**src/hdl/skt_pkg.sv**
```systemverilog
// Shared constants and types for the sorted key table.
package skt_pkg;

    localparam int TABLE_DEPTH = 32;
    localparam int KEY_BITS    = 16;
    localparam int MASK_BITS   = 16;
    localparam int KEY_IN_BITS = 16;
    localparam int COUNT_BITS  = 6;
    localparam int STATUS_BITS = 3;

    localparam int IDX_W   = $clog2(TABLE_DEPTH);
    localparam int COUNT_W = $clog2(TABLE_DEPTH + 1);
    localparam int ENTRY_W = KEY_BITS + 2 * MASK_BITS;

    localparam logic [STATUS_BITS-1:0] STATUS_UPDATED   = 3'd0;
    localparam logic [STATUS_BITS-1:0] STATUS_INSERTED  = 3'd1;
    localparam logic [STATUS_BITS-1:0] STATUS_DELETED   = 3'd2;
    localparam logic [STATUS_BITS-1:0] STATUS_NOT_FOUND = 3'd3;
    localparam logic [STATUS_BITS-1:0] STATUS_FULL      = 3'd4;

    localparam logic KIND_SET    = 1'b0;
    localparam logic KIND_DELETE = 1'b1;

    typedef logic [KEY_BITS-1:0]  key_t;
    typedef logic [MASK_BITS-1:0] mask_t;
    typedef logic [COUNT_W-1:0]   count_t;
    typedef logic [IDX_W-1:0]     idx_t;

    typedef struct packed {
        key_t  key;
        mask_t event_mask;
        mask_t returned_mask;
    } entry_t;

endpackage

```
**src/hdl/sorted_key_table_top.sv**
```systemverilog
// Sorted key table: top level with scan, shift and result control.
// One request at a time: a scan reads the entries in order until it finds the key's place,
// then an insert or delete moves the entries behind that place by one slot, and then the
// result is registered for output.
// A new request is taken while the previous result still waits in the output register.
// Reset clears the entry count and handshake state; the entry RAM is not cleared.
module sorted_key_table_top
    import skt_pkg::*;
(
    input  logic        aclk,
    input  logic        aresetn,
    input  logic        s_tvalid,
    output logic        s_tready,
    input  logic [47:0] s_tdata,   // entry_key[15:0], event_mask[31:16], returned_mask[47:32]
    input  logic        s_tuser,   // kind
    output logic        m_tvalid,
    input  logic        m_tready,
    output logic [15:0] m_tdata    // entry_count[5:0], status[8:6], zero fill
);

    localparam logic [2:0] ST_IDLE   = 3'd0;
    localparam logic [2:0] ST_SEARCH = 3'd1;
    localparam logic [2:0] ST_DECIDE = 3'd2;
    localparam logic [2:0] ST_SHIFT  = 3'd3;
    localparam logic [2:0] ST_PUT    = 3'd4;
    localparam logic [2:0] ST_FINISH = 3'd5;

    logic [2:0]             state_reg, state_next;
    count_t                 used_reg, used_next;
    count_t                 cur_reg, cur_next;
    count_t                 cmp_idx_reg, cmp_idx_next;
    logic                   cmp_valid_reg, cmp_valid_next;
    count_t                 pos_reg, pos_next;
    logic                   hit_reg, hit_next;
    logic                   pend_valid_reg, pend_valid_next;
    idx_t                   pend_addr_reg, pend_addr_next;
    logic                   kind_reg, kind_next;
    entry_t                 item_reg, item_next;
    logic [STATUS_BITS-1:0] status_reg, status_next;
    logic                   m_valid_reg, m_valid_next;
    logic [15:0]            m_data_reg, m_data_next;

    logic   ram_we;
    idx_t   ram_waddr;
    entry_t ram_wdata;
    idx_t   ram_raddr;
    entry_t ram_rdata;
    logic [ENTRY_W-1:0] ram_rdata_bits;

    assign ram_rdata = entry_t'(ram_rdata_bits);

    skt_ram #(
        .WIDTH(ENTRY_W),
        .DEPTH(TABLE_DEPTH)
    ) u_entry_ram (
        .aclk (aclk),
        .we   (ram_we),
        .waddr(ram_waddr),
        .wdata(ram_wdata),
        .raddr(ram_raddr),
        .rdata(ram_rdata_bits)
    );

    assign s_tready = (state_reg == ST_IDLE);
    assign m_tvalid = m_valid_reg;
    assign m_tdata  = m_data_reg;

    always_comb begin
        state_next      = state_reg;
        used_next       = used_reg;
        cur_next        = cur_reg;
        cmp_idx_next    = cmp_idx_reg;
        cmp_valid_next  = 1'b0;
        pos_next        = pos_reg;
        hit_next        = hit_reg;
        pend_valid_next = pend_valid_reg;
        pend_addr_next  = pend_addr_reg;
        kind_next       = kind_reg;
        item_next       = item_reg;
        status_next     = status_reg;
        m_valid_next    = m_valid_reg;
        m_data_next     = m_data_reg;
        ram_we          = 1'b0;
        ram_waddr       = pend_addr_reg;
        ram_wdata       = ram_rdata;
        ram_raddr       = cur_reg[IDX_W-1:0];

        if (m_valid_reg && m_tready) begin
            m_valid_next = 1'b0;
        end

        case (state_reg)
            ST_IDLE: begin
                if (s_tvalid) begin
                    kind_next                = s_tuser;
                    item_next.key            = s_tdata[KEY_BITS-1:0];
                    item_next.event_mask     = s_tdata[KEY_IN_BITS +: MASK_BITS];
                    item_next.returned_mask  = s_tdata[KEY_IN_BITS + MASK_BITS +: MASK_BITS];
                    cur_next                 = '0;
                    state_next               = ST_SEARCH;
                end
            end
            ST_SEARCH: begin
                if (cmp_valid_reg && (ram_rdata.key >= item_reg.key)) begin
                    pos_next   = cmp_idx_reg;
                    hit_next   = (ram_rdata.key == item_reg.key);
                    state_next = ST_DECIDE;
                end else if (cur_reg == used_reg) begin
                    pos_next   = used_reg;
                    hit_next   = 1'b0;
                    state_next = ST_DECIDE;
                end else begin
                    ram_raddr      = cur_reg[IDX_W-1:0];
                    cmp_valid_next = 1'b1;
                    cmp_idx_next   = cur_reg;
                    cur_next       = cur_reg + count_t'(1);
                end
            end
            ST_DECIDE: begin
                pend_valid_next = 1'b0;
                if (kind_reg == KIND_SET) begin
                    if (hit_reg) begin
                        ram_we      = 1'b1;
                        ram_waddr   = pos_reg[IDX_W-1:0];
                        ram_wdata   = item_reg;
                        status_next = STATUS_UPDATED;
                        state_next  = ST_FINISH;
                    end else if (used_reg == count_t'(TABLE_DEPTH)) begin
                        status_next = STATUS_FULL;
                        state_next  = ST_FINISH;
                    end else begin
                        cur_next   = used_reg;
                        state_next = ST_SHIFT;
                    end
                end else begin
                    if (hit_reg) begin
                        cur_next   = pos_reg + count_t'(1);
                        state_next = ST_SHIFT;
                    end else begin
                        status_next = STATUS_NOT_FOUND;
                        state_next  = ST_FINISH;
                    end
                end
            end
            ST_SHIFT: begin
                // move one entry per cycle: read ahead, write the previous read
                if (pend_valid_reg) begin
                    ram_we          = 1'b1;
                    ram_waddr       = pend_addr_reg;
                    ram_wdata       = ram_rdata;
                    pend_valid_next = 1'b0;
                end
                if (kind_reg == KIND_SET) begin
                    if (cur_reg > pos_reg) begin
                        ram_raddr       = IDX_W'(cur_reg - count_t'(1));
                        pend_valid_next = 1'b1;
                        pend_addr_next  = cur_reg[IDX_W-1:0];
                        cur_next        = cur_reg - count_t'(1);
                    end else if (!pend_valid_reg) begin
                        state_next = ST_PUT;
                    end
                end else begin
                    if (cur_reg < used_reg) begin
                        ram_raddr       = cur_reg[IDX_W-1:0];
                        pend_valid_next = 1'b1;
                        pend_addr_next  = IDX_W'(cur_reg - count_t'(1));
                        cur_next        = cur_reg + count_t'(1);
                    end else if (!pend_valid_reg) begin
                        used_next   = used_reg - count_t'(1);
                        status_next = STATUS_DELETED;
                        state_next  = ST_FINISH;
                    end
                end
            end
            ST_PUT: begin
                ram_we      = 1'b1;
                ram_waddr   = pos_reg[IDX_W-1:0];
                ram_wdata   = item_reg;
                used_next   = used_reg + count_t'(1);
                status_next = STATUS_INSERTED;
                state_next  = ST_FINISH;
            end
            ST_FINISH: begin
                if (!m_valid_reg || m_tready) begin
                    m_valid_next = 1'b1;
                    m_data_next  = {7'd0, status_reg, COUNT_BITS'(used_reg)};
                    state_next   = ST_IDLE;
                end
            end
            default: begin
                state_next = ST_IDLE;
            end
        endcase
    end

    always_ff @(posedge aclk) begin
        if (!aresetn) begin
            state_reg      <= ST_IDLE;
            used_reg       <= '0;
            cmp_valid_reg  <= 1'b0;
            pend_valid_reg <= 1'b0;
            m_valid_reg    <= 1'b0;
        end else begin
            state_reg      <= state_next;
            used_reg       <= used_next;
            cmp_valid_reg  <= cmp_valid_next;
            pend_valid_reg <= pend_valid_next;
            m_valid_reg    <= m_valid_next;
        end
    end

    always_ff @(posedge aclk) begin
        cur_reg       <= cur_next;
        cmp_idx_reg   <= cmp_idx_next;
        pos_reg       <= pos_next;
        hit_reg       <= hit_next;
        pend_addr_reg <= pend_addr_next;
        kind_reg      <= kind_next;
        item_reg      <= item_next;
        status_reg    <= status_next;
        m_data_reg    <= m_data_next;
    end

endmodule

```
**src/hdl/skt_ram.sv**
```systemverilog
// Generic simple dual-port RAM with registered read.
module skt_ram #(
    parameter int WIDTH = 8,
    parameter int DEPTH = 32
) (
    input  logic                     aclk,
    input  logic                     we,
    input  logic [$clog2(DEPTH)-1:0] waddr,
    input  logic [WIDTH-1:0]         wdata,
    input  logic [$clog2(DEPTH)-1:0] raddr,
    output logic [WIDTH-1:0]         rdata
);

    logic [WIDTH-1:0] mem [DEPTH];
    logic [WIDTH-1:0] rdata_reg;

    always_ff @(posedge aclk) begin
        if (we) begin
            mem[waddr] <= wdata;
        end
        rdata_reg <= mem[raddr];
    end

    assign rdata = rdata_reg;

endmodule
```
**config.mk**
```make
export PLATFORM = sky130hd
export DESIGN_NAME = sorted_key_table_top
export DESIGN_NICKNAME = d
export VERILOG_FILES = /design/src/hdl/skt_pkg.sv /design/src/hdl/sorted_key_table_top.sv /design/src/hdl/skt_ram.sv
export SDC_FILE = /design/constraint.sdc
export NUM_CORES = 1
export LEC_CHECK = 0
export BUFFER_PORTS_ARGS = -buffer_cell sky130_fd_sc_hd__buf_2
export CAP_MARGIN = 20
export CORE_ASPECT_RATIO = 0.6
export CORE_UTILIZATION = 30
export CTS_CLUSTER_SIZE = 30
export DETAILED_ROUTE_END_ITERATION = 16
export SLEW_MARGIN = 20
export SYNTH_ARGS = -nofsm -noshare
export SYNTH_HDL_FRONTEND = slang
export SYNTH_SLANG_ARGS = --single-unit
```
**constraint.sdc**
```tcl
create_clock -name aclk -period 5 [get_ports aclk]
set_input_delay 0.25 -clock aclk [delete_from_list [all_inputs] [get_ports aclk]]
set_output_delay 0.25 -clock aclk [all_outputs]
set_load 0.05 [all_outputs]
```
==> results.py <==
metrics = {
    "floorplan": {
        "start_util_pct": 30.4,
        "floorplan.die.height_um": 223,
        "die_w_um": 370,
        "design.die.area_um2": 82300,
        "ioPinCount": 71,
        "core.rowCount": 80,
        "fp.coreArea_um2": 79900,
    },
    "yosys": {
        "synth_area_leader_cell": "sky130_fd_sc_hd__edfxtp_1",
        "synthesis.area_um2": 24300,
        "synth_top_cell_area_share_pct": 69.8,
        "synth.ff_latch_count": 593,
        "synth-edff-count": 565,
        "ys_top_cells_by_count": "sky130_fd_sc_hd__edfxtp_1 (565), sky130_fd_sc_hd__nand2_1 (458), sky130_fd_sc_hd__nand3_1 (153)",
        "synth.lib_cells_used.distinct": 63,
        "syn-instance-count": 1818,
        "synth-main-ff-cell": "sky130_fd_sc_hd__edfxtp_1",
        "postSynth.asyncResetShare_pct": 0,
        "synth.top_cells.by_area": "sky130_fd_sc_hd__edfxtp_1 (70%), sky130_fd_sc_hd__nand2_1 (7.1%), sky130_fd_sc_hd__nand3_1 (3.1%), sky130_fd_sc_hd__mux2i_1 (2.4%), sky130_fd_sc_hd__dfxtp_1 (2.3%)",
        "syn_avg_cell_area_um2": 13.4,
        "yosysSeqAreaShare_pct": 72.1,
        "synthMostInstantiatedCell": "sky130_fd_sc_hd__edfxtp_1",
        "synthesis.yosys.warnings": 0,
    },
    "finish": {
        "share_of_the_core_filled_with_cells_in_the_final_layout_pct": 34.7,
        "final_cell_count_no_fill": 3008,
        "final_net_count": 1995,
        "post_route_cells_drive_above_1_share_pct": 11.4,
        "antenna_cells_inserted": 0,
        "largest_reg_flops": 512,
        "area_growth_syn_to_layout_pct": 14.0,
    },
    "timing": {
        "post-route-period-util_pct": 81.8,
        "final.setup.tns_ns": 0,
        "drv_slew": 0,
        "final-hold-violation-count": 0,
        "fmax_mhz": 244,
        "skew_ns": 0.0203,
        "grt_setup_unrepaired": "no",
        "max_slew_margin_pct": 27.2,
        "setup-violations-final": 0,
        "fin_crit_ns": 4.09,
        "hold-worst-slack_ns": 0.0382,
        "tightest_slew_ns": 1.09,
    },
    "global_route": {
        "grt_antenna_before_repair": 2,
        "gr-usage-all-layers_pct": 15.7,
        "grt-ovfl-total": 0,
        "grt_pass1_vias": 14600,
        "largest_net_degree_at_the_start_of_global_routing": 69,
        "grt_pass1_wl_um": 96100,
    },
    "flow_run": {
        "maxCapViolCount": 0,
    },
    "setup_path": {
        "cp-end-kind": "flip-flop",
        "cp_data_required_time_ns": 5.51,
        "critical_path_class": "reg2reg",
        "timing.critical_path.fanout_max": 33,
        "setup.worst_path.start_class": "flip-flop",
        "data_arrival_time_of_the_worst_path_ns": 4.60,
    },
    "power": {
        "total_power_mw": 14.8,
        "power_switching_mw": 5.28,
        "netSwitchingFraction_pct": 35.8,
        "power_frac_clock_pct": 24.9,
        "power.density_nw_per_um2": 533,
        "vdd_drop_max_mv": 0.303,
        "power.share.combinational_pct": 31.3,
        "p_leak_nw": 9.35,
        "power.sequential.fraction_pct": 43.8,
        "internal_power_mw": 9.49,
    },
    "clocking": {
        "clkSinkCount": 593,
        "clockRootBuffer": "sky130_fd_sc_hd__clkbuf_16",
        "tritoncts": "yes",
        "clock_latency_ns": 0.59,
        "ctsLongestPathBuffers": 3,
        "cts_buffers": 49,
        "cts-htree-levels": 2,
        "ctsResizeCount": 0,
        "clk_pin_slew_worst_paths_ns": 0.07,
    },
    "place": {
        "numPlacedInstances": 2900,
        "count_of_buffers_inserted_at_the_top_level_ports": 31,
        "place.detailed.hpwl_um": 40700,
        "gp_congestion": 0.904,
    },
    "min_path": {
        "hp-class": "in2reg",
    },
    "route": {
        "total_wirelength_um": 65500,
        "wire_per_inst_um": 21.8,
        "dr.pass1.iters": 5,
        "detailroute.via_count": 15500,
        "via_per_inst": 5.14,
        "post-route-drc-count": 0,
        "drt_iter0_markers": 1965,
        "postRouteAntennaNets": 0,
    },
    "outcome": {
        "run_status": "finished, final reports clean",
    },
}
stage by stage:
stage / instance area, um^2 / setup slack [ns]
finish: 27700 / 0.910
CTS: 27700 / 1.00
detailed placement: 26100 / 1.03
global placement: 26100 / 1.07
floorplan: 24300 / 1.70
global route: 27700 / 0.719
cell usage in the layout, fill, tap and decap left out, drive strengths merged, types with 7 or more instances in the layout:
cell type / count
nand2: 462
a21o: 12
a21oi: 21
ha: 37
buf: 111
dfxtp: 28
nand2b: 9
edfxtp: 565
conb: 7
o21ai: 36
a32oi: 49
clkinv: 19
nand4: 81
a31oi: 19
clkbuf: 67
dlygate4sd3: 19
inv: 37
xnor2: 15
nor2: 51
and2: 10
nand3: 153
mux2i: 59
critical path, stage by stage (launching register included):
cell	delay, ns
sky130_fd_sc_hd__edfxtp_1	0.55
sky130_fd_sc_hd__inv_1	0.35
sky130_fd_sc_hd__ha_1	0.21
sky130_fd_sc_hd__nor2b_1	0.04
sky130_fd_sc_hd__o21a_2	0.21
sky130_fd_sc_hd__o31ai_4	0.36
sky130_fd_sc_hd__or3_1	0.28
sky130_fd_sc_hd__and2_4	0.48
sky130_fd_sc_hd__buf_4	0.35
sky130_fd_sc_hd__nand2_1	0.09
sky130_fd_sc_hd__a32oi_1	0.26
sky130_fd_sc_hd__nand4_1	0.52
sky130_fd_sc_hd__nand4_1	0.30
metal layers:
metal | routed length, um | track usage (%) | part of all wire (%)
met1 | 31300 | 25.1 | 48
met2 | 25700 | 20.9 | 39
met3 | 7550 | 4.26 | 12
met4 | 984 | 2.88 | 1.5
met5 | 0 | 0 | 0
path summary, 6_finish.rpt:
path,depth (start not counted),end,startpoint,slack [ns]
worst min-delay path,2,state_reg[0]$_SDFFE_PN0P_,aresetn,0.04
worst max-delay path,12,u_entry_ram.rdata[35]$_DFF_P_,cur_reg[0]$_DFFE_PP_,0.91
worst min register to register,0,m_tdata[8]$_DFFE_PP_,status_reg[2]$_DFFE_PP_,0.42
worst max register to register,12,u_entry_ram.rdata[35]$_DFF_P_,cur_reg[0]$_DFFE_PP_,0.91
what timing repair did:
item	in CTS	in global routing
setup buffers	0	0
hold endpoints to repair	19	0
hold buffers	19	0
power groups by stage:
stage / clock network [mW] / registers (mW) / logic [mW]
2_1_floorplan: 0 / 6.54 / 2.75
3_3_place_gp: 0 / 6.56 / 4.40
3_5_place_dp: 0 / 6.57 / 4.54
4_1_cts: 3.74 / 6.46 / 4.56
5_1_grt: 3.94 / 6.47 / 4.96
6_report: 3.68 / 6.46 / 4.62
kinds of logic (layout without fill, tap and decap cells):
logic type               after synthesis  in the layout  share of synthesized area, %
AO/OA/AOI/OAI                        172            172                          5.14
XOR/XNOR                              21             21                         0.756
adder cells (fa/ha/maj)               38             38                          1.99
buffers and inverters                137            255                          2.97
flip-flops                           593            593                          72.1
multiplexers                          63             63                          2.61
other                                  1              7                        0.0154
AND/OR/NAND/NOR                      793            793                          14.5
cell type report:
class / instances / area [um^2]
sequential: 593 / 17500
tap: 1066 / 1330
fill: 7678 / 52100
clock buffer: 67 / 1340
clock inverter: 22 / 141
timing repair buffer: 130 / 1050
inverter: 36 / 135
multi-input combinational: 1094 / 6220
(Power assumes the default switching activity.)
